==> config.mk <==
export PLATFORM = sky130hd
export DESIGN_NAME = pdc_output_stage
export DESIGN_NICKNAME = d
export VERILOG_FILES = /design/src/design/pdc_pkg.sv /design/src/design/pdc_output_stage.sv
export VERILOG_INCLUDE_DIRS = /design/src /design/src/design
export SDC_FILE = /design/constraint.sdc
export NUM_CORES = 1
export LEC_CHECK = 0
export CORE_AREA = 3 3 174 176
export CTS_CLUSTER_DIAMETER = 80
export DETAILED_ROUTE_END_ITERATION = 16
export DIE_AREA = 0 0 177 179
export DONT_BUFFER_PORTS = 1
export PLACE_DENSITY = 0.6
export SYNTH_ARGS = -nofsm -noshare
export SYNTH_HDL_FRONTEND = slang
export SYNTH_SLANG_ARGS = --single-unit
export TNS_END_PERCENT = 20
==> constraint.sdc <==
create_clock -name clock -period 7.3 [get_ports clock]
set_input_delay 1.46 -clock clock [delete_from_list [all_inputs] [get_ports clock]]
set_output_delay 1.46 -clock clock [all_outputs]
set_load 0.1 [all_outputs]
==> src/design/pid_deadzone_clamped_macros.svh <==
// Assertion macros shared by the PID controller modules
`ifndef PID_DEADZONE_CLAMPED_MACROS_SVH
`define PID_DEADZONE_CLAMPED_MACROS_SVH

// Same-cycle implication
`define PDC_ASSERT_SAME(label, clk, rst, ante, cons, msg) \
   label: assert property (@(posedge clk) disable iff (rst) (ante) |-> (cons)) \
      else $error(msg);

// Next-cycle implication
`define PDC_ASSERT_NEXT(label, clk, rst, ante, cons, msg) \
   label: assert property (@(posedge clk) disable iff (rst) (ante) |=> (cons)) \
      else $error(msg);

`endif

==> src/design/pdc_pkg.sv <==
// Types and constants of the PID controller
package pdc_pkg;

   localparam int unsigned DATA_W    = 32;
   localparam int unsigned CFG_W     = 31;
   localparam int unsigned CSR_IDX_W = 3;
   localparam int unsigned FRAC_W    = 16;
   localparam int unsigned DERIV_W   = DATA_W + 1;
   localparam int unsigned PROD_W    = 64;
   localparam int unsigned SUM_W     = PROD_W + 2;
   localparam int unsigned RES_W     = SUM_W - FRAC_W;

   typedef enum logic [CSR_IDX_W-1:0] {
      CSR_GAIN_PROPORTIONAL = 3'd0,
      CSR_GAIN_INTEGRAL     = 3'd1,
      CSR_GAIN_DERIVATIVE   = 3'd2,
      CSR_DEAD_ZONE         = 3'd3,
      CSR_INTEGRATE_WINDOW  = 3'd4,
      CSR_INTEGRAL_LIMIT    = 3'd5,
      CSR_OUTPUT_LIMIT      = 3'd6
   } csr_index_type;

   typedef logic [CFG_W-1:0] cfg_word_type;

   typedef struct packed {
      cfg_word_type gain_proportional;
      cfg_word_type gain_integral;
      cfg_word_type gain_derivative;
      cfg_word_type dead_zone;
      cfg_word_type integrate_window;
      cfg_word_type integral_limit;
      cfg_word_type output_limit;
   } cfg_type;

   typedef struct packed {
      logic [DATA_W-1:0]  error;
      logic [DATA_W-1:0]  integral;
      logic [DERIV_W-1:0] deriv;
   } pid_terms_type;

   typedef struct packed {
      logic [PROD_W-1:0] p_prod;
      logic [PROD_W-1:0] i_prod;
      logic [PROD_W-1:0] d_prod;
   } pid_prods_type;

endpackage

==> src/design/pdc_output_stage.sv <==
// Product sum, scaling, output clamp and result register
`include "pid_deadzone_clamped_macros.svh"

module pdc_output_stage (
   input  logic                              clock,
   input  logic                              reset,
   input  pdc_pkg::cfg_type                  cfg,
   input  logic                              in_valid,
   output logic                              in_ready,
   input  pdc_pkg::pid_prods_type            prods,
   output logic                              out_valid,
   input  logic                              out_ready,
   output logic signed [pdc_pkg::DATA_W-1:0] drive_output,
   output logic                              output_saturated
);

   localparam int unsigned W  = pdc_pkg::DATA_W;
   localparam int unsigned SW = pdc_pkg::SUM_W;
   localparam int unsigned RW = pdc_pkg::RES_W;
   localparam int unsigned FW = pdc_pkg::FRAC_W;

   logic                 valid_ff;
   logic                 valid_in;
   logic signed [W-1:0]  drive_ff;
   logic signed [W-1:0]  drive_in;
   logic                 sat_ff;
   logic                 sat_in;
   logic                 load;
   logic signed [SW-1:0] sum;
   logic signed [RW-1:0] scaled;
   logic signed [RW-1:0] olim_pos;
   logic signed [RW-1:0] olim_neg;
   logic signed [W-1:0]  olim_w;
   logic signed [W-1:0]  olim_neg_w;

   assign in_ready = !valid_ff || out_ready;
   assign load     = in_valid && in_ready;
   assign valid_in = in_ready ? in_valid : valid_ff;

   always_comb begin
      sum = SW'($signed(prods.p_prod)) + SW'($signed(prods.i_prod))
          + SW'($signed(prods.d_prod));
      scaled     = sum[SW-1:FW];
      olim_pos   = RW'({1'b0, cfg.output_limit});
      olim_neg   = -olim_pos;
      olim_w     = {1'b0, cfg.output_limit};
      olim_neg_w = -olim_w;
      if (scaled > olim_pos) begin
         drive_in = olim_w;
         sat_in   = 1'b1;
      end else if (scaled < olim_neg) begin
         drive_in = olim_neg_w;
         sat_in   = 1'b1;
      end else begin
         drive_in = scaled[W-1:0];
         sat_in   = 1'b0;
      end
   end

   always_ff @(posedge clock) begin
      if (reset) begin
         valid_ff <= 1'b0;
      end else begin
         valid_ff <= valid_in;
      end
   end

   always_ff @(posedge clock) begin
      if (load) begin
         drive_ff <= drive_in;
         sat_ff   <= sat_in;
      end
   end

   assign out_valid        = valid_ff;
   assign drive_output     = drive_ff;
   assign output_saturated = sat_ff;

   `PDC_ASSERT_NEXT(a_sat_at_limit, clock, reset, load,
      !sat_ff || (drive_ff == $past(olim_w)) || (drive_ff == $past(olim_neg_w)),
      "saturated output not at the limit")
   `PDC_ASSERT_NEXT(a_drive_in_range, clock, reset, load,
      (drive_ff <= $past(olim_w)) && (drive_ff >= $past(olim_neg_w)),
      "drive output beyond the output limit")

endmodule

Yosys cells after proc, flatten, opt, wreduce, memory -nomap -nowiden
Cells that the tools add are included.
{"block": "word_totals", "wordCells": 16, "latchBits": 0, "ramBits": 0, "register_bits": 34, "input_bits": 413, "mem_count": 0, "mem_bits_ro": 0}
{"block": "classes", "shifts": 0, "div_mod_pow": 0, "magnitude_cmp": 2, "reduce_logical": 3, "addsub": 4, "bitwise_logic": 0, "n_mul": 0, "eq_ne": 0, "mux": 3}
{"cell": "adder 65 x 64 -> 66 bit", "n": 1}
{"cell": "adder 64 x 64 -> 65 bit", "n": 1}
{"cell": "> comparator 50 x 32 -> 1 bit", "n": 1}
{"cell": "< comparator 50 bit", "n": 1}
{"cell": "negation 31 -> 50 bit", "n": 1}
{"cell": "2-to-1 mux 32 bit", "n": 1}
{"cell": "negation 31 -> 32 bit", "n": 1}
{"cell": "2-to-1 mux 31 bit", "n": 1}
{"cell": "logical AND 1 bit", "n": 1}
{"cell": "logical NOT 1 bit", "n": 1}
{"cell": "logical OR 1 bit", "n": 1}
{"cell": "2-to-1 mux 1 bit", "n": 1}

Logic depth before layout (Yosys ltp)
Gate-level depths: netlist of run 1.
{"block": "logic_depth", "ltp_word": 5, "mapped_depth": 26, "ltp_nobuf": 24}

Worst setup path after synthesis of run 1
Ideal clock, no wire load.
{"block": "synth_timing", "kind": "input to register", "start": "input port prods[11] (netlist name)", "end": "register drive_ff[20], in the netlist drive_output[20] (data pin)", "path_stages": 25, "t_required_ns": 7.041, "slack_ns": 0.483, "setup_ns": 0.259, "arrival_time_ns": 6.558, "cell_sequence": "inv_1 fa_1 inv_1 ha_1 and4_4 and3_1 a22oi_2 a211oi_2 nor4_1 o21ai_1 nor2_1 mux2i_1 clkbuf_1 inv_1 ha_1 nand4_1 nor2_1 nand3_1 nor4_1 o31ai_1 a41oi_1 clkbuf_1 clkbuf_1 nor2_1 o31a_1"}
{"block": "synth_between", "elab_chain_len": 4, "word_cells_on_any_way": 5}
{"element": "start: declaration", "line": "pdc_output_stage.sv:10", "source": "input pdc_pkg::pid_prods_type prods,"}
{"element": "adder 65 x 64 -> 66 bit (*)", "line": "pdc_output_stage.sv:42", "source": "+ SW'($signed(prods.d_prod));"}
{"element": "< comparator 50 bit", "line": "pdc_output_stage.sv:51", "source": "end else if (scaled < olim_neg) begin"}
{"element": "2-to-1 mux 32 bit", "line": "pdc_output_stage.sv:51"}
{"element": "2-to-1 mux 31 bit (*)", "line": "pdc_output_stage.sv:48", "source": "if (scaled > olim_pos) begin"}
{"element": "named net drive_in[20]", "line": "pdc_output_stage.sv:25", "source": "logic signed [W-1:0] drive_in;"}
{"element": "end signal: assignment", "line": "pdc_output_stage.sv:70", "source": "drive_ff <= drive_in;"}
{"element": "end: declaration", "line": "pdc_output_stage.sv:24", "source": "logic signed [W-1:0] drive_ff;"}
The timed path passes the listed nets; every way through them passes the cells marked *.
A chain may end at the register's enable or synchronous reset.

Worst setup path after layout of run 1
{"block": "layout_timing", "start": "input port prods[20] (netlist name)", "end": "register drive_ff[3], in the netlist drive_output[3] (data pin)"}
The elaborated chain is that of the path after synthesis.

==> flow_metrics.env, run 1 <==
export IMPL_status="complete, no violations"
export IMPL_p_per_area_nw_per_um2=255.2
export IMPL_cpPeakStageDelay_ps=580
export IMPL_tritoncts="built"
export IMPL_hold_viol=0
export IMPL_whs_endpoint="out_valid$_SDFFE_PP0N_"
export IMPL_leakage_nw=4.677
export IMPL_die_w_um=177
export IMPL_insertion_delay_ps=270
export IMPL_cts_setup_buffers=0
export IMPL_end_kind="flop"
export IMPL_max_slew_worst_pin_slew_ps=1058
export IMPL_min_path_type="input pin to flop"
export IMPL_gp_congestion=0.9440
export IMPL_peakVddDrop_uv=86.13
export IMPL_cts_buffer_depth=2
export IMPL_io_pins=448
export IMPL_synth_ff_type="edfxtp_1"
export IMPL_vias_per_cell=5.946
export IMPL_path_cells="fa_1 -> ha_1 -> a21o_1 -> a31oi_2 -> o21ai_0 -> a21bo_1 -> a31oi_1 -> nor3_1 -> nor2_1 -> xnor2_1 -> ha_1 -> a21o_1 -> a21o_1 -> a21oi_1 -> o21ai_0 -> a21oi_1 -> o31ai_1 -> a211oi_1 -> buf_4 -> o211ai_1 -> o31a_1 -> o31a_1 -> buf_12 -> o31a_1"
export IMPL_dp_cells=1701
export IMPL_portBuffers=0
export IMPL_synth_cell_types=83
export IMPL_final_cell_count_no_fill=1710
export IMPL_syn_avg_cell_area_sq_um=7.801
export IMPL_numClockSinks=34
export IMPL_final_setup_viol_count=0
export IMPL_first_pass_iters=6
export IMPL_timing_max_cap_violations=0
export IMPL_grt_pass1_vias=9648
export IMPL_crit_required_ps=7310
export IMPL_critPathKind="input pin to flop"
export IMPL_max_freq_mhz=141.0
export IMPL_syn_inst=1316
export IMPL_worst_path_max_delay_cell="fa_1"
export IMPL_cts_hold_buffers=0
export IMPL_synth_edf_count=33
export IMPL_slew_headroom_pct=29.46
export IMPL_min_period_ps=7090
export IMPL_min_from="reset"
export IMPL_via_count=10170
export IMPL_yosysSeqAreaShare_pct=9.848
export IMPL_die_area_sq_um=31680
export IMPL_rsz0062_at_grt="false"
export IMPL_r2r_cells=3
export IMPL_syn_nets=1936
export IMPL_timing_rr_start="out_valid$_SDFFE_PP0N_"
export IMPL_fin_nets=1944
export IMPL_antenna_found_initial=6
export IMPL_num_rows=62
export IMPL_routed_wl_mm=36.59
export IMPL_initialDrtViolationCount=917
export IMPL_fin_crit_sh_pct=97.12
export IMPL_root_buffer="clkbuf_16"
export IMPL_ys_seq_elements=34
export IMPL_cts_htree_levels=2
export IMPL_drive_gt1_share_pct=7.170
export IMPL_drc=0
export IMPL_cts_buffers_inserted=5
export IMPL_grt_usage_pct=22.14
export IMPL_core_area_sq_um=28780
export IMPL_crit_fanout=15
export IMPL_overflow=0
export IMPL_yosysWarnings=0
export IMPL_die_h_um=179
export IMPL_stdcell_area_sq_um=11160
export IMPL_critPathArrivalTime_ps=7100
export IMPL_skew_ps=3.304
export IMPL_r2r_slack_ps=4520
export IMPL_clk_pin_slew_worst_paths_ps=50
export IMPL_dp_hpwl_mm=32.10
export IMPL_grt_max_degree=72
export IMPL_fillCellCount=2975
export IMPL_timing_rr_end="drive_output[9]$_DFFE_PP_"
export IMPL_grt_first_pass_wirelength_mm=54.66
export IMPL_worstHoldPathCells=1
export IMPL_cp_start_kind="input pin"
export IMPL_slew_violations=0
export IMPL_syn_cell_area_sq_um=10270
export IMPL_drtAntennaViolNets=0
export IMPL_ys_async_sr_fraction_pct=0
export IMPL_layout_area_overhead_vs_synth_pct=8.714
export IMPL_initial_core_util_pct=35.67
export IMPL_routedWlPerCell_um=21.40
export IMPL_placed_area_sq_um=11010
==> cell usage after synthesis (6+ instances only) <==
cell type,instances,share of area [%]
o21bai_1,7,0.51
and3_1,15,0.91
xor2_1,13,1.1
o21a_1,14,1.0
nand4_1,46,2.8
nand2_1,92,3.4
fa_1,63,12
mux2i_1,13,1.3
inv_1,117,4.3
nor3_1,42,2.0
a21oi_1,125,6.1
nor4_1,40,2.4
and2_1,23,1.4
o31ai_1,9,0.66
edfxtp_1,33,9.7
o31a_1,7,0.60
ha_1,144,18
o211ai_1,18,1.3
or3_1,6,0.37
a21o_1,34,2.5
or4_1,7,0.51
nor2_1,92,3.4
xnor2_1,53,4.5
clkbuf_1,38,1.4
o21ai_1,18,0.88
o21ai_0,65,3.2
a31oi_1,11,0.67
o22ai_1,14,0.85
nand3_1,22,1.1
a211oi_1,7,0.51
nand2b_1,8,0.49
nor2b_1,14,0.85
buf_2,16,0.78
==> worst max-delay path, delay by kind of cell <==
family                   cells  cell delay, ps
AO/OA/AOI/OAI               16            3430
adder cells (fa/ha/maj)      3            1390
buffers and inverters        2             340
XOR/XNOR                     1             270
AND/OR/NAND/NOR              2             200
==> worst max path at each step <==
| stage | from | to | slack (ps) | depth (start not counted) |
|---|---|---|---|---|
| 2_1_floorplan | prods[11] | drive_output[20]$_DFFE_PP_ | 480 | 25 |
| 3_3_place_gp | prods[10] | drive_output[3]$_DFFE_PP_ | -4 | 26 |
| 3_5_place_dp | prods[10] | drive_output[3]$_DFFE_PP_ | -40 | 26 |
| 4_1_cts | prods[10] | drive_output[3]$_DFFE_PP_ | 250 | 26 |
| 5_1_grt | prods[19] | drive_output[30]$_DFFE_PP_ | 30 | 22 |
| 6_report | prods[20] | drive_output[3]$_DFFE_PP_ | 210 | 24 |
==> cell families after synthesis <==
group                    Yosys count  share of synthesized area, %
AND/OR/NAND/NOR                  421                         20.89
adder cells (fa/ha/maj)          207                         29.84
AO/OA/AOI/OAI                    399                         25.75
XOR/XNOR                          66                         5.631
flip-flops                        34                         9.848
multiplexers                      13                         1.267
buffers and inverters            176                         6.776
==> power by group <==
part / total [W] / internal, W / switching [W]
combinational: 0.00210 / 0.000833 / 0.00127
clock: 0.000187 / 0.000122 / 0.0000650
sequential: 0.000557 / 0.000277 / 0.000280
==> repair_timing <==
action,in CTS,in global routing
resized for setup,0,4
endpoints found under the setup margin,0,17
hold endpoints to repair,0,0
==> stage by stage <==
| step | power, W | worst slack (ps) | util, % | TNS, ps | hold slack, ps |
|---|---|---|---|---|---|
| 4_1_cts | 0.002824 | 248.6 | 38.74 | 0 | 1253 |
| 3_5_place_dp | 0.002623 | -37.62 | 38.27 | -41.56 | 1538 |
| 6_report | 0.002849 | 210.0 | 38.78 | 0 | 1254 |
| 3_3_place_gp | 0.002598 | -4.247 | 38.27 | -4.247 | 1531 |
| 2_1_floorplan | 0.001954 | 482.8 | - | 0 | 1529 |
| 5_1_grt | 0.003098 | 28.86 | 38.78 | 0 | 1248 |
==> metal layers <==
layer	wire, um	track usage [%]
met5	61	0
met4	692	4.321
met3	3363	4.765
met2	14970	33.27
met1	17500	32.66
==> registers in the layout, summed over array words and instances (netlist names) <==
register	flops
output_saturated	1
out_valid	1
drive_output	32
==> final cells by class <==
| cell class | count | area, sq um | share of cell area (%) |
|---|---|---|---|
| antenna | 1 | 2.502 | 0.02242 |
| tap | 384 | 480.5 | 4.305 |
| clock buffer | 5 | 125.1 | 1.121 |
| timing repair buffer | 58 | 498.0 | 4.462 |
| inverter | 119 | 446.7 | 4.002 |
| multi-input combinational | 1106 | 8586 | 76.93 |
| clock inverter | 3 | 11.26 | 0.1009 |
| sequential | 34 | 1011 | 9.058 |
==> cells in the final DEF (no fill, tap or decap), drive strengths merged, types with 47 or more instances in the layout <==
| cell | netlist | layout |
|---|---|---|
| xnor2 | 53 | 53 |
| ha | 144 | 144 |
| inv | 117 | 117 |
| a21oi | 129 | 129 |
| nand4 | 47 | 47 |
| nand2 | 92 | 92 |
| o21ai | 84 | 84 |
| buf | 19 | 58 |
| nor2 | 92 | 92 |
| fa | 63 | 63 |
Power figures use the tool's default switching activity.
==> run 2, diff against run 1 <==
--- a/config.mk
+++ b/config.mk
@@ -11,7 +11,8 @@
 export DETAILED_ROUTE_END_ITERATION = 16
 export DIE_AREA = 0 0 177 179
 export DONT_BUFFER_PORTS = 1
-export PLACE_DENSITY = 0.6
+export GPL_ROUTABILITY_DRIVEN = 0
+export PLACE_DENSITY = 0.62
 export SYNTH_ARGS = -nofsm -noshare
 export SYNTH_HDL_FRONTEND = slang
 export SYNTH_SLANG_ARGS = --single-unit
==> constraint.sdc (replaced) <==
create_clock -name clock -period 6.2 [get_ports clock]
set_input_delay 1.24 -clock clock [delete_from_list [all_inputs] [get_ports clock]]
set_output_delay 1.24 -clock clock [all_outputs]
set_load 0.1 [all_outputs]
==> run 2 against run 1 <==
  * The run now ends with negative setup slack left
  * Cell count is 17% higher
  * Worst setup slack worse by 360 ps
  * Via count is 11% higher
  * Die area stayed put
  * First-iteration DRC count is 1.2% lower
  * Critical path type unchanged
  * Critical endpoint is now drive_output[23]$_DFFE_PP_
==> flow_metrics.env, run 2 (synthesized netlist as in run 1, its figures left out) <==
export IMPL_num_rows=62
export IMPL_leakage_nw=6.146
export IMPL_via_count=11270
export IMPL_grt_pass1_vias=10850
export IMPL_final_cell_count_no_fill=1994
export IMPL_vias_per_cell=5.653
export IMPL_insertion_delay_ps=270
export IMPL_hold_viol=0
export IMPL_initial_core_util_pct=35.67
export IMPL_die_w_um=177
export IMPL_timing_hold_ws_ps=1035
export IMPL_max_slew_worst_pin_slew_ps=1067
export IMPL_first_pass_iters=5
export IMPL_max_freq_mhz=157.6
export IMPL_cpLargestDelayFamily="compound AO/OA/AOI/OAI gates"
export IMPL_layout_area_overhead_vs_synth_pct=36.86
export IMPL_numClockSinks=34
export IMPL_worstHoldPathCells=1
export IMPL_mostFrequentLayoutCell="buf_4"
export IMPL_stdcell_area_sq_um=14050
export IMPL_end_kind="flop"
export IMPL_timing_rr_end="drive_output[0]$_DFFE_PP_"
export IMPL_skew_ps=2.227
export IMPL_overflow=0
export IMPL_root_buffer="clkbuf_16"
export IMPL_fin_crit_sh_pct=102.3
export IMPL_drc=0
export IMPL_grt_first_pass_wirelength_mm=57.86
export IMPL_min_path_type="input pin to flop"
export IMPL_die_h_um=179
export IMPL_critPathKind="input pin to flop"
export IMPL_cp_num_buf_inv=6
export IMPL_routedWlPerCell_um=19.46
export IMPL_rsz0062_at_grt="true"
export IMPL_portBuffers=0
export IMPL_p_per_area_nw_per_um2=302.3
export IMPL_cts_buffers_inserted=5
export IMPL_violations="negative setup slack"
export IMPL_worst_path_max_delay_cell="fa_1"
export IMPL_crit_fanout=6
export IMPL_dp_cells=1965
export IMPL_routed_wl_mm=38.80
export IMPL_cts_hold_buffers=0
export IMPL_cp_start_kind="input pin"
export IMPL_clk_pin_slew_worst_paths_ps=50
export IMPL_slew_violations=0
export IMPL_cpPeakStageDelay_ps=460
export IMPL_dpl_worst_slack_ps=-856.7
export IMPL_setup_ws_ps=-145.2
export IMPL_slew_headroom_pct=28.87
export IMPL_layout_common_cells="326 x buf_4, 124 x ha_1, 112 x inv_1"
export IMPL_cts_buffer_depth=2
export IMPL_fin_nets=2229
export IMPL_timing_max_cap_violations=0
export IMPL_r2r_slack_ps=3410
export IMPL_io_pins=448
export IMPL_final_setup_viol_count=33
export IMPL_fillCellCount=2717
export IMPL_largest_register_ffs=32
export IMPL_tritoncts="built"
export IMPL_antenna_found_initial=5
export IMPL_grt_max_degree=34
export IMPL_status="complete, but fails checks"
export IMPL_die_area_sq_um=31680
export IMPL_drtAntennaViolNets=0
export IMPL_cts_htree_levels=2
export IMPL_whs_endpoint="out_valid$_SDFFE_PP0N_"
export IMPL_seqCellArea_sq_um=1011
export IMPL_dp_hpwl_mm=33.44
export IMPL_min_period_ps=6345
export IMPL_critPathArrivalTime_ps=6450
export IMPL_placed_area_sq_um=12960
export IMPL_utilization_pct=48.82
export IMPL_crit_required_ps=6300
export IMPL_initialDrtViolationCount=906
export IMPL_min_from="reset"
export IMPL_grt_usage_pct=23.12
export IMPL_r2r_cells=3
export IMPL_core_area_sq_um=28780
export IMPL_timing_rr_start="out_valid$_SDFFE_PP0N_"
export IMPL_peakVddDrop_uv=143.9
export IMPL_multi_input_area_sq_um=9303
export IMPL_drive_gt1_share_pct=29.98
==> run 2: cell types whose count changed in the layout (fill, tap and decap cells not counted), moves of 10 or more <==
cell / delta
buf_6: +14
buf_4: +273
ha_1: -20
ha_4: +19
o21ai_0: -10
a21oi_1: -14
a21oi_2: +12
==> run 2: cell type report <==
| type | instances | area share, % |
|---|---|---|
| antenna | 2 | 0.03562 |
| clock buffer | 5 | 0.8906 |
| clock inverter | 1 | 0.02672 |
| inverter | 119 | 3.215 |
| multi-input combinational | 1106 | 66.21 |
| sequential | 34 | 7.196 |
| tap | 384 | 3.420 |
| timing repair buffer | 343 | 19.00 |
==> run 2: metrics by stage <==
| step | power (W) | TNS (ps) |
|---|---|---|
| 6_report | 0.004248 | -2376 |
| 5_1_grt | 0.004572 | -8723 |
| 4_1_cts | 0.004046 | -81.87 |
| 3_5_place_dp | 0.003644 | -25170 |
| 3_3_place_gp | 0.003591 | -25350 |
| 2_1_floorplan | 0.002305 | 0 |
==> run 2: worst max path at each step <==
stage / to / cells after the start / slack (ps) / start
3_5_place_dp: drive_output[25]$_DFFE_PP_ / 23 / -860 / prods[15]
6_report: drive_output[23]$_DFFE_PP_ / 25 / -150 / prods[139]
3_3_place_gp: drive_output[25]$_DFFE_PP_ / 23 / -860 / prods[15]
2_1_floorplan: drive_output[24]$_DFFE_PP_ / 25 / 10 / prods[11]
4_1_cts: drive_output[23]$_DFFE_PP_ / 25 / -20 / prods[139]
5_1_grt: drive_output[9]$_DFFE_PP_ / 27 / -300 / prods[139]
==> run 2: repair_timing <==
action | in CTS | in global routing
pin swaps | 42 | 62
setup endpoints to repair | 33 | 33
resized for setup | 80 | 69
gates cloned | 0 | 1
buffers inserted | 10 | 12
==> run 2: routing by layer <==
layer  wire [um]  global-route usage (%)  vias up
met1       18080                   32.83     5247
met5          37                       0        -
met4         770                   5.237        6
met2       16850                   36.39      520
li1            -                       -     5455
met3        3075                   4.426       44
==> run 2: where the power goes <==
part,total [W],internal [W],switching (W)
logic,0.00337,0.00162,0.00176
clock network,0.000217,0.000142,0.0000756
registers,0.000656,0.000326,0.000330
total,0.00425,0.00208,0.00216
==> run 3, diff against run 2 <==
--- a/config.mk
+++ b/config.mk
@@ -6,13 +6,16 @@
 export SDC_FILE = /design/constraint.sdc
 export NUM_CORES = 1
 export LEC_CHECK = 0
-export CORE_AREA = 3 3 174 176
+export CELL_PAD_IN_SITES_DETAIL_PLACEMENT = 0
+export CELL_PAD_IN_SITES_GLOBAL_PLACEMENT = 1
+export CORE_AREA = 3 3 173 175
+export CTS_BUF_LIST = sky130_fd_sc_hd__clkbuf_8
 export CTS_CLUSTER_DIAMETER = 80
 export DETAILED_ROUTE_END_ITERATION = 16
-export DIE_AREA = 0 0 177 179
+export DIE_AREA = 0 0 176 178
 export DONT_BUFFER_PORTS = 1
 export GPL_ROUTABILITY_DRIVEN = 0
-export PLACE_DENSITY = 0.62
+export PLACE_DENSITY = 0.8
 export SYNTH_ARGS = -nofsm -noshare
 export SYNTH_HDL_FRONTEND = slang
 export SYNTH_SLANG_ARGS = --single-unit
==> run 3 against run 2 <==
  * The flow still finishes with violations (negative setup slack)
  * Cell count increased by 0.20%
  * Global-route usage is 1.1 points higher
  * Critical path depth unchanged
  * Largest cell class unchanged
  * Combinational power is 5% higher
  * Worst setup slack improved by 24 ps
  * Clock skew is 1.8 ps higher
  * Count of clock-buffer cells in the layout did not move
  * Sequential share of layout area shrank 0.22 points
  * First-iteration DRC count down 6.7%
  * Core utilization increased by 1.8 points
  * Highest routed layer unchanged
  * Sequential power hardly changed
==> flow_metrics.env, run 3 (synthesized netlist as in run 1, its figures left out) <==
export IMPL_status="complete, but fails checks"
export IMPL_violations="negative setup slack"
export IMPL_critPathArrivalTime_ps=6340
export IMPL_overflow=0
export IMPL_vias_per_cell=5.681
export IMPL_cts_buffer_depth=2
export IMPL_fin_nets=2232
export IMPL_via_count=11350
export IMPL_routed_wl_mm=39.93
export IMPL_max_freq_mhz=158.2
export IMPL_cts_buffers_inserted=5
export IMPL_cp_num_buf_inv=8
export IMPL_cpPeakStageDelay_ps=520
export IMPL_slew_headroom_pct=29.39
export IMPL_grt_pass1_vias=11240
export IMPL_insertion_delay_ps=270
export IMPL_num_rows=62
export IMPL_core_area_sq_um=28630
export IMPL_die_w_um=176
export IMPL_die_area_sq_um=31330
export IMPL_min_period_ps=6321
export IMPL_numClockSinks=34
export IMPL_drtAntennaViolNets=0
export IMPL_drc=0
export IMPL_leakage_nw=6.243
export IMPL_dp_cells=1955
export IMPL_fillCellCount=2723
export IMPL_initial_core_util_pct=35.86
export IMPL_critPathKind="input pin to flop"
export IMPL_tritoncts="built"
export IMPL_crit_fanout=8
export IMPL_cts_hold_buffers=0
export IMPL_first_pass_iters=5
export IMPL_io_pins=448
export IMPL_clk_pin_slew_worst_paths_ps=60
export IMPL_hold_viol=0
export IMPL_routedWlPerCell_um=19.99
export IMPL_dp_hpwl_mm=33.89
export IMPL_max_slew_worst_pin_slew_ps=1059
export IMPL_portBuffers=0
export IMPL_fin_crit_sh_pct=101.9
export IMPL_dpl_worst_slack_ps=-756.9
export IMPL_layout_area_overhead_vs_synth_pct=41.10
export IMPL_antenna_found_initial=4
export IMPL_largest_register_ffs=32
export IMPL_timing_max_cap_violations=0
export IMPL_rsz0062_at_grt="true"
export IMPL_grt_first_pass_wirelength_mm=59.99
export IMPL_mostFrequentLayoutCell="buf_4"
export IMPL_crit_required_ps=6220
export IMPL_initialDrtViolationCount=845
export IMPL_peakVddDrop_uv=90.66
export IMPL_slew_violations=0
export IMPL_cpLargestDelayFamily="compound AO/OA/AOI/OAI gates"
export IMPL_root_buffer="clkbuf_8"
export IMPL_min_path_type="input pin to flop"
export IMPL_final_setup_viol_count=18
export IMPL_drive_gt1_share_pct=33.17
export IMPL_r2r_slack_ps=3420
export IMPL_worst_path_max_delay_cell="fa_1"
export IMPL_layout_common_cells="327 x buf_4, 122 x ha_1, 110 x inv_1"
export IMPL_crit_top_cell="buf_4"
export IMPL_cts_htree_levels=2
export IMPL_skew_ps=4.061
export IMPL_fin_tns_setup_ps=-821.7
export IMPL_timing_hold_ws_ps=1032
export IMPL_report_power_total_w=0.004348
export IMPL_end_kind="flop"
export IMPL_setup_ws_ps=-120.8
export IMPL_grt_max_degree=34
export IMPL_p_per_area_nw_per_um2=300.2
export IMPL_cp_start_kind="input pin"
export IMPL_die_h_um=178
export IMPL_grt_usage_pct=24.20
export IMPL_final_cell_count_no_fill=1998
-- run 3: layer usage --
metal / routed length (um) / part of all wire (%) / vias to the layer above / track usage, %
li1: - / - / 5459 / -
met1: 17840 / 45 / 5305 / 32.68
met2: 17170 / 43 / 506 / 38.10
met3: 3477 / 8.7 / 75 / 5.364
met4: 1411 / 3.5 / 6 / 8.611
met5: 34 / 0.085 / - / 0
-- run 3: area by class of cell --
class,count,area (sq um),area share (%)
Timing Repair Buffer,346,2744,18.94
Sequential cell,34,1011,6.979
Multi-Input combinational cell,1106,9698,66.95
Tap cell,384,480.5,3.317
Clock inverter,3,12.51,0.08638
Antenna cell,1,2.502,0.01728
Clock buffer,5,68.82,0.4751
Inverter,119,467.9,3.231
-- run 3: report_power, final --
group	leakage, nW	internal, W	switching [W]	total [W]
clock network	0.0468	0.0000752	0.0000674	0.000143
registers	0.329	0.000325	0.000329	0.000654
logic	5.87	0.00169	0.00186	0.00355
total	6.24	0.00209	0.00226	0.00435
-- run 3: worst reg2reg max path, cell delays in order, from the launching register on --
cell	delay, ps
dfxtp_1	950
nand2b_1	850
and2_1	440
buf_4	250
-- run 3: metrics by stage --
stage          cell area [sq um]  utilization, %
2_1_floorplan              10280               -
3_3_place_gp               12900           45.07
3_5_place_dp               12900           45.07
4_1_cts                    13940           48.69
5_1_grt                    14490           50.60
6_report                   14490           50.60
-- run 3: worst paths after layout --
kind                                from                    endpoint  depth (start not counted)
setup / recovery                prods[6]  drive_output[20]$_DFFE_PP_                         25
hold / removal                     reset      out_valid$_SDFFE_PP0N_                          1
setup reg to reg  out_valid$_SDFFE_PP0N_   drive_output[7]$_DFFE_PP_                          3
hold reg to reg   out_valid$_SDFFE_PP0N_      out_valid$_SDFFE_PP0N_                          2
-- run 3: timing repair --
item                       4_1_cts  5_1_grt
setup buffers                   21       13
setup endpoints to repair       33       33
resized for setup              132       92
pin swaps                       85       77
cloned                           2        0
